===== config.mk =====
export PLATFORM = sky130hd
export DESIGN_NAME = symbolic_mode_parser_top
export DESIGN_NICKNAME = d
export VERILOG_FILES = /design/src/hdl/smp_pkg.sv /design/src/hdl/smp_in_stage.sv /design/src/hdl/smp_parser.sv /design/src/hdl/smp_out_stage.sv /design/src/hdl/symbolic_mode_parser_top.sv
export VERILOG_INCLUDE_DIRS = /design/src /design/src/hdl
export SDC_FILE = /design/constraint.sdc
export NUM_CORES = 1
export LEC_CHECK = 0
export ABC_AREA = 1
export BUFFER_PORTS_ARGS = -buffer_cell sky130_fd_sc_hd__buf_2
export CAP_MARGIN = 20
export CORE_UTILIZATION = 45
export CTS_BUF_LIST = sky130_fd_sc_hd__clkbuf_8
export DETAILED_ROUTE_END_ITERATION = 10
export MAX_ROUTING_LAYER = met4
export SYNTH_ARGS = -nofsm -noshare
export SYNTH_HDL_FRONTEND = slang
export SYNTH_HIERARCHICAL = 1
export SYNTH_SLANG_ARGS = --single-unit

===== constraint.sdc =====
create_clock -name clk_i -period 2.6 [get_ports clk_i]
set_input_delay 0.52 -clock clk_i [delete_from_list [all_inputs] [get_ports clk_i]]
set_output_delay 0.52 -clock clk_i [all_outputs]
set_load 0.005 [all_outputs]

===== src/hdl/symbolic_mode_parser_top_defines.svh =====
// ----------------------------------------------------------------------------
// Assertion macros for the symbolic mode parser
// Shared property shapes for the checks at the end of the top level.
// ----------------------------------------------------------------------------
`ifndef SYMBOLIC_MODE_PARSER_TOP_DEFINES_SVH
`define SYMBOLIC_MODE_PARSER_TOP_DEFINES_SVH

// Same-cycle implication, sampled on the rising clock edge outside reset.
`define SMP_ASSERT_NOW(name, ante, cons) \
  name: assert property (@(posedge clk_i) disable iff (!rst_ni) (ante) |-> (cons)) \
    else $error("symbolic mode parser check failed");

// Next-cycle implication, sampled on the rising clock edge outside reset.
`define SMP_ASSERT_NEXT(name, ante, cons) \
  name: assert property (@(posedge clk_i) disable iff (!rst_ni) (ante) |=> (cons)) \
    else $error("symbolic mode parser check failed");

`endif


===== src/hdl/smp_pkg.sv =====
// ----------------------------------------------------------------------------
// Symbolic mode parser package
// Types, mode bit constants, character codes and helper functions.
// ----------------------------------------------------------------------------
`timescale 1ns / 1ps
`default_nettype none

package smp_pkg;

  localparam int unsigned ModeW = 12;
  localparam int unsigned CharW = 8;

  // Mode bit groups.
  localparam logic [ModeW-1:0] M_USER   = 12'o5700;
  localparam logic [ModeW-1:0] M_GROUP  = 12'o2070;
  localparam logic [ModeW-1:0] M_OTHER  = 12'o0007;
  localparam logic [ModeW-1:0] M_ALL    = 12'o7777;
  localparam logic [ModeW-1:0] M_READ   = 12'o0444;
  localparam logic [ModeW-1:0] M_WRITE  = 12'o0222;
  localparam logic [ModeW-1:0] M_EXEC   = 12'o0111;
  localparam logic [ModeW-1:0] M_SETID  = 12'o6000;
  localparam logic [ModeW-1:0] M_STICKY = 12'o1000;
  localparam logic [ModeW-1:0] M_SGID   = 12'o2000;
  localparam logic [ModeW-1:0] M_GXEC   = 12'o0010;

  // Register reset values.
  localparam logic [ModeW-1:0] BASE_MODE_RST = 12'o0666;
  localparam logic [ModeW-1:0] UMASK_RST     = 12'o0022;

  // Configuration register indexes.
  localparam logic CFG_BASE_MODE = 1'b0;
  localparam logic CFG_UMASK     = 1'b1;

  // Character codes.
  localparam logic [CharW-1:0] CH_NUL   = 8'h00;
  localparam logic [CharW-1:0] CH_ZERO  = 8'h30;
  localparam logic [CharW-1:0] CH_SEVEN = 8'h37;
  localparam logic [CharW-1:0] CH_PLUS  = 8'h2b;
  localparam logic [CharW-1:0] CH_MINUS = 8'h2d;
  localparam logic [CharW-1:0] CH_EQ    = 8'h3d;
  localparam logic [CharW-1:0] CH_COMMA = 8'h2c;
  localparam logic [CharW-1:0] CH_U     = 8'h75;
  localparam logic [CharW-1:0] CH_G     = 8'h67;
  localparam logic [CharW-1:0] CH_O     = 8'h6f;
  localparam logic [CharW-1:0] CH_A     = 8'h61;
  localparam logic [CharW-1:0] CH_R     = 8'h72;
  localparam logic [CharW-1:0] CH_W     = 8'h77;
  localparam logic [CharW-1:0] CH_X     = 8'h78;
  localparam logic [CharW-1:0] CH_XUP   = 8'h58;
  localparam logic [CharW-1:0] CH_L     = 8'h6c;
  localparam logic [CharW-1:0] CH_S     = 8'h73;
  localparam logic [CharW-1:0] CH_T     = 8'h74;

  typedef enum logic [2:0] {
    PH_OCTAL,
    PH_WHO,
    PH_OP,
    PH_FIRST,
    PH_PERM
  } phase_e;

  typedef enum logic [1:0] {
    OP_NONE,
    OP_ADD,
    OP_SUB,
    OP_SET
  } op_e;

  // One result item.
  typedef struct packed {
    logic [ModeW-1:0] mode;
    logic             invalid;
  } res_t;

  // Working mode and set-group-id flag after applying one operand.
  typedef struct packed {
    logic [ModeW-1:0] mode;
    logic             gid_touched;
  } apply_t;

  // Working mode at the start of a clause list: a locking base drops set-group-id.
  function automatic logic [ModeW-1:0] start_mode(input logic [ModeW-1:0] base);
    logic [ModeW-1:0] m;
    m = base;
    if ((m & (M_SGID | M_GXEC)) == M_SGID) begin
      m = m & ~M_SGID;
    end
    return m;
  endfunction

  // Apply one operand under the pending operator.
  function automatic apply_t apply_op(input logic [ModeW-1:0] b,
                                      input logic [ModeW-1:0] who,
                                      input logic [ModeW-1:0] hid,
                                      input op_e              op,
                                      input logic [ModeW-1:0] nm,
                                      input logic             gt);
    apply_t           r;
    logic [ModeW-1:0] sel;
    sel           = b & who & ~hid;
    r.mode        = nm;
    r.gid_touched = gt;
    case (op)
      OP_ADD: begin
        r.mode        = nm | sel;
        r.gid_touched = gt | (|(b & M_SGID));
      end
      OP_SUB: begin
        r.mode        = nm & ~sel;
        r.gid_touched = gt | (|(b & M_SGID));
      end
      OP_SET: begin
        r.mode = (nm & ~who) | sel;
      end
      default: begin
        r.mode = nm;
      end
    endcase
    return r;
  endfunction

  // Final mode: set-group-id follows the base unless an operand touched it.
  function automatic logic [ModeW-1:0] final_mode(input logic [ModeW-1:0] mode,
                                                  input logic [ModeW-1:0] base,
                                                  input logic             gt);
    logic [ModeW-1:0] m;
    m = mode;
    if (!gt) begin
      m = (mode & ~M_SGID) | (base & M_SGID);
    end
    return m;
  endfunction

endpackage

`default_nettype wire


===== src/hdl/smp_in_stage.sv =====
// ----------------------------------------------------------------------------
// Symbolic mode parser input stage
// Holds one accepted character until the parser consumes it.
// ----------------------------------------------------------------------------
`timescale 1ns / 1ps
`default_nettype none

module smp_in_stage
  import smp_pkg::*;
(
  input  wire logic             clk_i,
  input  wire logic             rst_ni,
  input  wire logic             s_axis_tvalid,
  output logic                  s_axis_tready,
  input  wire logic [CharW-1:0] s_axis_tdata,   // [7:0] char_in
  input  wire logic             advance_i,
  output logic                  valid_o,
  output logic [CharW-1:0]      char_o
);

  logic             valid_q, valid_d;
  logic [CharW-1:0] char_q;
  logic             fire;

  // A new transfer is taken when the register is empty or drains this cycle.
  assign s_axis_tready = !valid_q || advance_i;
  assign fire          = s_axis_tvalid && s_axis_tready;
  assign valid_d       = fire || (valid_q && !advance_i);

  always_ff @(posedge clk_i or negedge rst_ni) begin
    if (!rst_ni) begin
      valid_q <= 1'b0;
    end else begin
      valid_q <= valid_d;
    end
  end

  // Character payload, loaded on each transfer.
  always_ff @(posedge clk_i) begin
    if (fire) begin
      char_q <= s_axis_tdata;
    end
  end

  assign valid_o = valid_q;
  assign char_o  = char_q;

endmodule

`default_nettype wire


===== src/hdl/smp_parser.sv =====
// ----------------------------------------------------------------------------
// Symbolic mode parser core
// Parser state and the combinational update for one character.
// ----------------------------------------------------------------------------
`timescale 1ns / 1ps
`default_nettype none

module smp_parser
  import smp_pkg::*;
(
  input  wire logic             clk_i,
  input  wire logic             rst_ni,
  input  wire logic             step_i,
  input  wire logic [CharW-1:0] char_i,
  input  wire logic [ModeW-1:0] base_mode_i,
  input  wire logic [ModeW-1:0] umask_i,
  output logic                  emit_o,
  output res_t                  res_o
);

  phase_e           phase_q, phase_d;
  op_e              op_q, op_d;
  logic [ModeW-1:0] mode_q, mode_d;
  logic [ModeW-1:0] oct_q, oct_d;
  logic [ModeW-1:0] who_q, who_d;
  logic [ModeW-1:0] hid_q, hid_d;
  logic [ModeW-1:0] perm_q, perm_d;
  logic             gt_q, gt_d;
  logic             err_q, err_d;

  // Next state for one character: a byte that closes a phase falls through to the later blocks.
  always_comb begin
    logic             done;
    logic             emit;
    logic [ModeW-1:0] emode;
    logic [2:0]       t;
    apply_t           ap;
    logic             is_copy;

    phase_d = phase_q;
    op_d    = op_q;
    mode_d  = mode_q;
    oct_d   = oct_q;
    who_d   = who_q;
    hid_d   = hid_q;
    perm_d  = perm_q;
    gt_d    = gt_q;
    err_d   = err_q;
    done    = 1'b0;
    emit    = 1'b0;
    emode   = mode_q;
    t       = 3'b000;
    ap      = '0;
    is_copy = (char_i == CH_U) || (char_i == CH_G) || (char_i == CH_O);

    if (err_q) begin
      // After a bad byte only the terminator matters.
      done = 1'b1;
      emit = (char_i == CH_NUL);
    end else begin
      // Leading octal digits.
      if (phase_d == PH_OCTAL) begin
        if (char_i >= CH_ZERO && char_i <= CH_SEVEN) begin
          oct_d = {oct_q[ModeW-4:0], char_i[2:0]};
          done  = 1'b1;
        end else if (char_i == CH_NUL) begin
          emode = oct_q;
          emit  = 1'b1;
          done  = 1'b1;
        end else begin
          mode_d  = start_mode(base_mode_i);
          who_d   = '0;
          hid_d   = '0;
          phase_d = PH_WHO;
        end
      end

      // Who letters.
      if (!done && phase_d == PH_WHO) begin
        if (char_i == CH_U) begin
          who_d = who_d | M_USER;
          done  = 1'b1;
        end else if (char_i == CH_G) begin
          who_d = who_d | M_GROUP;
          done  = 1'b1;
        end else if (char_i == CH_O) begin
          who_d = who_d | M_OTHER;
          done  = 1'b1;
        end else if (char_i == CH_A) begin
          who_d = who_d | M_ALL;
          done  = 1'b1;
        end else begin
          if (who_d == '0) begin
            who_d = M_ALL;
            hid_d = umask_i;
          end
          phase_d = PH_OP;
        end
      end

      // First character after an operator: a copy letter or the permission list.
      if (!done && phase_d == PH_FIRST) begin
        if (is_copy) begin
          if (char_i == CH_U) begin
            t = mode_d[8:6];
          end else if (char_i == CH_G) begin
            t = mode_d[5:3];
          end else begin
            t = mode_d[2:0];
          end
          ap      = apply_op({3'b000, t, t, t}, who_d, hid_d, op_d, mode_d, gt_d);
          mode_d  = ap.mode;
          gt_d    = ap.gid_touched;
          phase_d = PH_OP;
          done    = 1'b1;
        end else begin
          perm_d  = '0;
          phase_d = PH_PERM;
        end
      end

      // Permission letters; anything else closes the operand.
      if (!done && phase_d == PH_PERM) begin
        done = 1'b1;
        if (char_i == CH_R) begin
          perm_d = perm_d | M_READ;
        end else if (char_i == CH_W) begin
          perm_d = perm_d | M_WRITE;
        end else if (char_i == CH_X) begin
          perm_d = perm_d | M_EXEC;
        end else if (char_i == CH_XUP) begin
          if (|(base_mode_i & M_EXEC)) begin
            perm_d = perm_d | M_EXEC;
          end
        end else if (char_i == CH_L) begin
          perm_d = perm_d;
        end else if (char_i == CH_S) begin
          perm_d = perm_d | M_SETID;
        end else if (char_i == CH_T) begin
          perm_d = perm_d | M_STICKY;
        end else begin
          ap      = apply_op(perm_d, who_d, hid_d, op_d, mode_d, gt_d);
          mode_d  = ap.mode;
          gt_d    = ap.gid_touched;
          phase_d = PH_OP;
          done    = 1'b0;
        end
      end

      // Operator, clause separator or terminator.
      if (!done) begin
        if (char_i == CH_PLUS) begin
          op_d    = OP_ADD;
          phase_d = PH_FIRST;
        end else if (char_i == CH_MINUS) begin
          op_d    = OP_SUB;
          phase_d = PH_FIRST;
        end else if (char_i == CH_EQ) begin
          op_d    = OP_SET;
          phase_d = PH_FIRST;
        end else if (char_i == CH_COMMA) begin
          who_d   = '0;
          hid_d   = '0;
          op_d    = OP_NONE;
          phase_d = PH_WHO;
        end else if (char_i == CH_NUL) begin
          emode = mode_d;
          emit  = 1'b1;
        end else begin
          err_d = 1'b1;
        end
      end
    end

    // Result and restart for the next string.
    emit_o = emit && step_i;
    if (err_q) begin
      res_o.mode    = '0;
      res_o.invalid = 1'b1;
    end else begin
      res_o.mode    = final_mode(emode, base_mode_i, gt_d);
      res_o.invalid = 1'b0;
    end
    if (emit) begin
      phase_d = PH_OCTAL;
      op_d    = OP_NONE;
      mode_d  = start_mode(base_mode_i);
      oct_d   = '0;
      who_d   = '0;
      hid_d   = '0;
      perm_d  = '0;
      gt_d    = 1'b0;
      err_d   = 1'b0;
    end
  end

  // State registers, updated once per consumed character.
  always_ff @(posedge clk_i or negedge rst_ni) begin
    if (!rst_ni) begin
      phase_q <= PH_OCTAL;
      op_q    <= OP_NONE;
      mode_q  <= start_mode(BASE_MODE_RST);
      oct_q   <= '0;
      who_q   <= '0;
      hid_q   <= '0;
      perm_q  <= '0;
      gt_q    <= 1'b0;
      err_q   <= 1'b0;
    end else if (step_i) begin
      phase_q <= phase_d;
      op_q    <= op_d;
      mode_q  <= mode_d;
      oct_q   <= oct_d;
      who_q   <= who_d;
      hid_q   <= hid_d;
      perm_q  <= perm_d;
      gt_q    <= gt_d;
      err_q   <= err_d;
    end
  end

endmodule

`default_nettype wire


===== src/hdl/smp_out_stage.sv =====
// ----------------------------------------------------------------------------
// Symbolic mode parser output stage
// Result register on the master side of the stream.
// ----------------------------------------------------------------------------
`timescale 1ns / 1ps
`default_nettype none

module smp_out_stage
  import smp_pkg::*;
(
  input  wire logic        clk_i,
  input  wire logic        rst_ni,
  input  wire logic        load_i,
  input  wire res_t        res_i,
  output logic             free_o,
  output logic             m_axis_tvalid,
  input  wire logic        m_axis_tready,
  output logic [15:0]      m_axis_tdata,  // [11:0] mode_out, [15:12] zero
  output logic             m_axis_tuser   // [0] invalid
);

  logic valid_q, valid_d;
  res_t res_q;

  // The register can take a result when empty or when its transfer completes now.
  assign free_o  = !valid_q || m_axis_tready;
  assign valid_d = load_i || (valid_q && !m_axis_tready);

  always_ff @(posedge clk_i or negedge rst_ni) begin
    if (!rst_ni) begin
      valid_q <= 1'b0;
    end else begin
      valid_q <= valid_d;
    end
  end

  always_ff @(posedge clk_i) begin
    if (load_i) begin
      res_q <= res_i;
    end
  end

  assign m_axis_tvalid = valid_q;
  assign m_axis_tdata  = {4'b0000, res_q.mode};
  assign m_axis_tuser  = res_q.invalid;

endmodule

`default_nettype wire


===== src/hdl/symbolic_mode_parser_top.sv =====
// Symbolic mode parser: takes a chmod-style mode string one byte per transfer, ended by a
// zero byte, and returns one result per string (the 12-bit mode, or zero with the invalid
// flag set). One byte is taken every cycle as long as the result side keeps up; only a
// terminator can wait, and then only while the previous result is still unread. A result
// is registered: the parser update works on the terminator in the input register and
// loads the result register once that register is free.
// base_mode and umask are meant to be written between strings.
// ----------------------------------------------------------------------------
// Symbolic mode parser top level
// Input register, parser core, result register and configuration registers.
// ----------------------------------------------------------------------------
`timescale 1ns / 1ps
`default_nettype none

`include "symbolic_mode_parser_top_defines.svh"

module symbolic_mode_parser_top
  import smp_pkg::*;
(
  input  wire logic             clk_i,
  input  wire logic             rst_ni,
  // Configuration write port.
  input  wire logic             cfg_we_i,
  input  wire logic             cfg_idx_i,
  input  wire logic [ModeW-1:0] cfg_wdata_i,
  // Character stream.
  input  wire logic             s_axis_tvalid,
  output logic                  s_axis_tready,
  input  wire logic [CharW-1:0] s_axis_tdata,   // [7:0] char_in
  // Result stream.
  output logic                  m_axis_tvalid,
  input  wire logic             m_axis_tready,
  output logic [15:0]           m_axis_tdata,   // [11:0] mode_out, [15:12] zero
  output logic                  m_axis_tuser    // [0] invalid
);

  logic [ModeW-1:0] base_mode_q;
  logic [ModeW-1:0] umask_q;
  logic             in_valid;
  logic [CharW-1:0] in_char;
  logic             advance;
  logic             out_free;
  logic             emit;
  res_t             res;

  // Configuration registers.
  always_ff @(posedge clk_i or negedge rst_ni) begin
    if (!rst_ni) begin
      base_mode_q <= BASE_MODE_RST;
      umask_q     <= UMASK_RST;
    end else if (cfg_we_i) begin
      case (cfg_idx_i)
        CFG_BASE_MODE: base_mode_q <= cfg_wdata_i;
        CFG_UMASK:     umask_q     <= cfg_wdata_i;
        default:       base_mode_q <= base_mode_q;
      endcase
    end
  end

  // Only a terminator produces a result, so only it waits for the result register.
  assign advance = in_valid && ((in_char != CH_NUL) || out_free);

  smp_in_stage u_in (
    .clk_i         (clk_i),
    .rst_ni        (rst_ni),
    .s_axis_tvalid (s_axis_tvalid),
    .s_axis_tready (s_axis_tready),
    .s_axis_tdata  (s_axis_tdata),
    .advance_i     (advance),
    .valid_o       (in_valid),
    .char_o        (in_char)
  );

  smp_parser u_parser (
    .clk_i       (clk_i),
    .rst_ni      (rst_ni),
    .step_i      (advance),
    .char_i      (in_char),
    .base_mode_i (base_mode_q),
    .umask_i     (umask_q),
    .emit_o      (emit),
    .res_o       (res)
  );

  smp_out_stage u_out (
    .clk_i         (clk_i),
    .rst_ni        (rst_ni),
    .load_i        (emit),
    .res_i         (res),
    .free_o        (out_free),
    .m_axis_tvalid (m_axis_tvalid),
    .m_axis_tready (m_axis_tready),
    .m_axis_tdata  (m_axis_tdata),
    .m_axis_tuser  (m_axis_tuser)
  );

  // A result is never loaded over one that is still waiting.
  `SMP_ASSERT_NOW(a_no_overwrite, emit, out_free)
  // A loaded result is presented in the next cycle.
  `SMP_ASSERT_NEXT(a_emit_shows, emit, m_axis_tvalid)
  // An invalid result always carries a zero mode.
  `SMP_ASSERT_NOW(a_invalid_zero, m_axis_tvalid && m_axis_tuser, m_axis_tdata == 16'h0000)
  // A transfer into a full input register implies that the held byte is consumed.
  `SMP_ASSERT_NOW(a_in_drain, s_axis_tvalid && s_axis_tready && in_valid, advance)

endmodule

`default_nettype wire


==> results of run 1 <==
-- placed cells by master, fill, tap and decap left out, types with 14 or more instances in the layout --
cell / netlist / final
nand3_1: 66 / 48
a21oi_1: 45 / 40
nor2_1: 71 / 56
buf_4: 9 / 171
clkbuf_8: 0 / 18
buf_2: 4 / 39
dfstp_2: 14 / 14
edfxtp_1: 21 / 21
inv_1: 125 / 115
o21ai_2: 24 / 33
nand2_1: 300 / 255
dfrtp_1: 79 / 78
nand2_2: 7 / 43
buf_6: 4 / 15
o21ai_1: 13 / 16
nand3_2: 5 / 20
nand2_4: 6 / 15
o21ai_0: 69 / 54
inv_2: 14 / 21
-- flip-flops by register name (all words and copies together) (netlist names), 12 cells and up --
name,count
base_mode_q,12
u_out/m_axis_tdata,12
u_parser/hid_q,12
u_parser/mode_q,12
u_parser/oct_q,12
u_parser/perm_q,12
u_parser/who_q,12
umask_q,12
-- metal layers --
metal / vias up / share of wire [%]
li1: 3595 / -
met2: 276 / 47
met3: 59 / 6.4
met4: 0 / 3.5
met1: 3512 / 43
met5: - / 0
-- what timing repair did --
| item | 4_1_cts | 5_1_grt |
|---|---|---|
| buffers inserted | 17 | 22 |
| gates cloned | 0 | 2 |
| pin swaps | 23 | 28 |
| resized for setup | 71 | 106 |
| endpoints found under the hold margin | 0 | 0 |
| setup endpoints to repair | 30 | 40 |
-- logic make-up (layout without fill, tap and decap cells) --
logic type               after synthesis  after routing  share of synthesized area [%]
AND/OR/NAND/NOR                      487            487                           30.2
AO/OA/AOI/OAI                        192            192                           16.8
buffers and inverters                179            408                           10.6
adder cells (fa/ha/maj)                4              4                          0.702
flip-flops                           114            114                           41.7
other                                  1              4                         0.0526
-- how the worst max path moves through the flow --
| stage | startpoint | to | slack [ps] | cells after the start |
|---|---|---|---|---|
| after floorplan | u_in/char_o[5] | u_out/m_axis_tdata[0] | 110 | 8 |
| after global placement | u_parser/phase_q[2] | u_out/m_axis_tdata[11] | -290 | 16 |
| after detailed placement | u_in/char_o[7] | u_out/m_axis_tdata[6] | -300 | 20 |
| after CTS | u_in/char_o[4] | u_out/m_axis_tdata[0] | -180 | 21 |
| after global routing | u_in/char_o[4] | u_out/m_axis_tdata[8] | -420 | 21 |
| final | u_parser/phase_q[2] | u_out/m_axis_tdata[3] | -250 | 20 |
-- power by group --
part,leakage (µW),total (µW),switching (µW),internal [µW]
sequential,0.00139,2450,247,2200
combinational,0.00336,5840,3320,2520
clock,0.000194,1620,829,789
-- metrics by stage --
stage | setup WS, ps | instances
floorplan | 106 | 980
global placement | -288 | 1349
detailed placement | -299 | 1349
CTS | -175 | 1398
global route | -416 | 1420
finish | -254 | 1420
-- final cells by class --
type | count | area (µm²)
inverter | 143 | 558
multi-input combinational | 687 | 3980
clock buffer | 18 | 248
tap | 211 | 264
fill | 1369 | 5340
sequential | 114 | 2980
clock inverter | 14 | 129
timing repair buffer | 233 | 1810
==> flow_summary.yaml, run 1 <==
outcome:
  status: "finished, violations left"
  failed_checks: "negative setup slack"
clocking:
  htree_levels: 4
  root_buffer: "clkbuf_8"
  cts_buffer_depth: 2
  cts_tree: "done"
  ctsHoldBuffers: 0
  cts_sinks: 114
  cts_made_buffers: 17
  clk_latency_ps: 450
  path_clk_slew_ps: 80
cells_and_area:
  nets: 1226
  diodes: 0
  postLayoutCoreUtil_pct: 65.1
  syn_to_final_growth_pct: 39.8
  design_area_um2: 9970
  drive_above_1_share_pct: 39.0
power:
  p_per_area_nw_per_um2: 994
  vdd.ir_drop.worst_uv: 618
  leakagePower_uw: 0.00494
  p_total_uw: 9910
detailed_routing:
  ant_nets: 0
  routedWlPerCell_um: 17.1
  vias_per_cell: 5.24
  drt_iter0_drc: 607
  first_pass_iters: 5
  routed_wl_um: 24200
  via_count: 7442
  drc: 0
grt:
  gr-usage-met2_pct: 48.0
  grt_pass1_wl_um: 37100
  grt-busiest-layer: "met2"
  use_met1_pct: 40.3
  grt_pass1_vias: 6965
  antenna_found_initial: 0
  grt_max_degree: 44
  overflow: 0
  met3_usage_pct: 6.39
  grt_use_total_pct: 31.5
die:
  die_w_um: 128
  row_count: 45
  core-area_um2: 15300
  die_y_um: 128
  die-area_um2: 16400
  ios: 45
  start_util_pct: 46.6
synthesis:
  syn_area_um2: 7130
  ys_types: 49
  syn-mean-instance-area_um2: 7.30
  ys_seq_area_share_pct: 41.7
  syn_inst: 977
  synth_seq_cells: 114
  async_flop_share_pct: 81.6
  synthTopCellsByArea: "dfrtp_1 (28%), nand2_1 (16%), edfxtp_1 (8.8%), inv_1 (6.6%), dfstp_2 (5.2%)"
  yosysMostFrequentCell: "nand2_1"
  synth-edff-count: 21
  ys_top_cells_by_count: "nand2_1 (300), inv_1 (125), dfrtp_1 (79)"
  synth_flop_cell: "dfrtp_1"
  yosysTopAreaCellShare_pct: 27.7
  ys.warnings.count: 6
  yosys.area.top_type: "dfrtp_1"
worst_setup_path:
  cp_slowest_cell: "dfrtp_2"
  arrival_ps: 3070
  cp.required_ps: 2810
  cp_common_cell: "nand2_1"
  timing.critical_path.buf_inv: 5
  r2r.worst_path.cells: 20
  r2r-start: "u_parser/phase_q[2]"
  rr_endpoint: "u_out/m_axis_tdata[3]"
  r2r_slack_ps: -250
  crit_family: "simple AND/OR/NAND/NOR gates"
  crit_path_max_incr_delay_ps: 460
  endpoint_kind: "flop"
  crit_chain: "inv_12, nand2_4, nor2_4, nand3_4, o41ai_4, nand3_2, buf_6, nor2_4, clkbuf_16, o21ai_2, inv_1, nand3_2, a21oi_1, nand2_1, nand3_1, nand2_1, nand2_1, nand3_1, nand2_1, inv_1"
  path_class: "flop to flop"
  path_max_fanout: 8
  worst_setup_path_start_kind: "flop"
timing:
  rsz0062_at_grt: "yes"
  fin_ws_ps: -254
  fmax_ghz: 0.350
  maxSlewViolCount: 0
  setup_viol_count_final: 24
  layout_min_cycle_time_ps: 2850
  fin_crit_sh_pct: 110
  relSlewSlack_pct: 45.3
  hold_slack_ps: 72.9
  clock_skew_ps: 13.7
  finalHoldViolations: 0
  tns_ps: -3280
  worstMarginPinSlew_ps: 817
hold_path:
  hold_class: "input pin to async pin"
placement:
  postPlaceCellArea_um2: 8640
  gp_congestion: 0.949
  hpwl_um: 17600
  port-buffer-count: 40
flow_run:
  cap_viol_max_count: 0
Power figures use the tool's default switching activity.
==> run 2, diff against run 1 <==
GPL_ROUTABILITY_DRIVEN = 0   (was default)
PLACE_DENSITY = 0.61   (was default)
==> run 2 against run 1 <==
  * The run still ends with negative setup slack left
  * Clock-buffer cell count is 1 lower
  * Clock power grew 12%
  * Register-to-register slack got worse by 30 ps
  * Maximum frequency is 0.99% lower
  * Sequential share of layout area is 0.21 points higher
  * Non-clock buffer count decreased by 12
  * Flip-flop and latch count did not move
  * First-iteration DRC count up 3.8%
  * Cell count decreased by 0.70%
  * Largest power group unchanged
==> flow_summary.yaml, run 2 (same netlist as run 1, synthesis figures left out) <==
worst_setup_path:
  path_class: "flop to flop"
  critical_path.endpoint: "u_out/m_axis_tdata[10]"
  arrival_ps: 3200
  crit_start: "u_in/char_o[7]"
  rr_endpoint: "u_out/m_axis_tdata[10]"
  path_max_fanout: 6
  r2r.worst_path.cells: 20
  r2r-start: "u_in/char_o[7]"
  worst_setup_path_start_kind: "flop"
  cp.required_ps: 2920
  r2r_slack_ps: -280
  endpoint_kind: "flop"
timing:
  tns_ps: -3990
  fin_ws_ps: -283
  worstMarginPinSlew_ps: 881
  fmax_ghz: 0.347
  finalHoldViolations: 0
  layout_min_cycle_time_ps: 2880
  maxSlewViolCount: 0
  rsz0062_at_grt: "yes"
  setup_viol_count_final: 24
  fin_crit_sh_pct: 111
  clock_skew_ps: 14.7
  relSlewSlack_pct: 40.7
cells_and_area:
  diodes: 0
  final_common_cell: "nand2_1"
  design_area_um2: 9900
  fillerInstances: 1372
  final_cell_mix: "nand2_1 (270), buf_4 (158), inv_1 (118), dfrtp_1 (78), nor2_1 (57)"
  stdcell_count: 1410
  syn_to_final_growth_pct: 38.8
  drive_above_1_share_pct: 37.4
  nets: 1216
placement:
  hpwl_um: 17200
  port-buffer-count: 40
  dpl.cell_count: 1343
  pre_cts_ws_ps: -284
  postPlaceCellArea_um2: 8580
grt:
  grt_use_total_pct: 30.9
  antenna_found_initial: 0
  grt_pass1_vias: 7004
  overflow: 0
  grt_max_degree: 58
  grt_pass1_wl_um: 36500
power:
  p_seq_share_pct: 25.1
  clockPowerShare_pct: 18.5
  p_per_area_nw_per_um2: 986
  p_total_uw: 9760
  p_int_uw: 5410
  switching_share_pct: 44.6
  switchingPower_uw: 4350
  leakagePower_uw: 0.00486
  p_comb_share_pct: 56.4
  vdd.ir_drop.worst_uv: 631
detailed_routing:
  drt-met1-wl_um: 10300
  met3WireLength_um: 1500
  first_pass_iters: 5
  drc: 0
  routed_wl_um: 24200
  top_layer_used: "met4"
  routedWlPerCell_um: 17.2
  via_count: 7507
  ant_nets: 0
  drt_iter0_drc: 630
  wl_met2_um: 11300
  vias_per_cell: 5.32
outcome:
  failed_checks: "negative setup slack"
  status: "finished, violations left"
flow_run:
  cap_viol_max_count: 0
clocking:
  root_buffer: "clkbuf_8"
  cts_buffer_depth: 2
  cts_tree: "done"
  path_clk_slew_ps: 90
  cts_made_buffers: 17
  clk_latency_ps: 470
  htree_levels: 4
  ctsHoldBuffers: 0
  cts_sinks: 114
die:
  ios: 45
  die-area_um2: 16400
  start_util_pct: 46.6
  die_w_um: 128
  row_count: 45
  die_y_um: 128
  core-area_um2: 15300
hold_path:
  hold_class: "input pin to async pin"
run 2: area by class of cell:
cell class | instances | area, µm² | area share, %
Multi-Input combinational cell | 689 | 3920 | 39.6
Sequential cell | 114 | 2980 | 30.1
Timing Repair Buffer | 221 | 1750 | 17.7
Inverter | 143 | 572 | 5.78
Tap cell | 211 | 264 | 2.67
Clock buffer | 17 | 234 | 2.36
Clock inverter | 15 | 180 | 1.82
run 2: repair_timing:
action                                  CTS  global route
endpoints found under the setup margin   24            61
setup buffers                            13            20
pin swaps                                28            37
hold endpoints to repair                  0             0
resized for setup                        80            84
gates cloned                              2             3
run 2: how the worst min path moves through the flow:
stage | depth (start not counted) | slack [ps] | startpoint | endpoint
6_report | 1 | 20 | rst_ni | u_parser/perm_q[2]
5_1_grt | 1 | 40 | rst_ni | u_parser/perm_q[5]
4_1_cts | 1 | 20 | rst_ni | u_parser/perm_q[2]
3_5_place_dp | 2 | 470 | u_parser/mode_q[7] | u_parser/mode_q[7]
3_3_place_gp | 2 | 470 | u_parser/hid_q[6] | u_parser/hid_q[6]
2_1_floorplan | 0 | 220 | rst_ni | base_mode_q[0]
run 2: layer usage:
layer  up-vias  global-route usage, %
met5         -                      -
met1      3521                   39.2
met3        77                   5.38
li1       3588                      -
met2       321                   47.7
met4         0                   15.6
run 2: power groups by stage:
stage | Combinational (µW) | Sequential [µW] | Clock (µW)
final | 5510 | 2450 | 1810
after global routing | 5910 | 2490 | 1900
after CTS | 4730 | 2430 | 1830
after detailed placement | 4290 | 2450 | 0
after global placement | 4270 | 2450 | 0
after floorplan | 2480 | 2390 | 0
run 2: critical path, stage by stage (launching register included):
cell and delay (ps):
edfxtp_1 430, inv_2 90, buf_6 110, nand2_4 50, nor3_4 230, nand3_4 110
nand2_4 100, inv_4 40, nand2_2 60, nand4_1 120, inv_2 100, a21oi_2 40
nand3_2 100, buf_6 130, inv_4 40, a21boi_4 250, buf_6 150, nand3_4 120
a22oi_2 190, nand2_1 90, a21oi_2 180
run 2: stage by stage:
step           util [%]  hold slack [ps]
4_1_cts            61.3             24.8
3_5_place_dp       56.0              473
6_report           64.6             17.8
5_1_grt            64.6             43.1
2_1_floorplan         -              224
3_3_place_gp       56.0              467
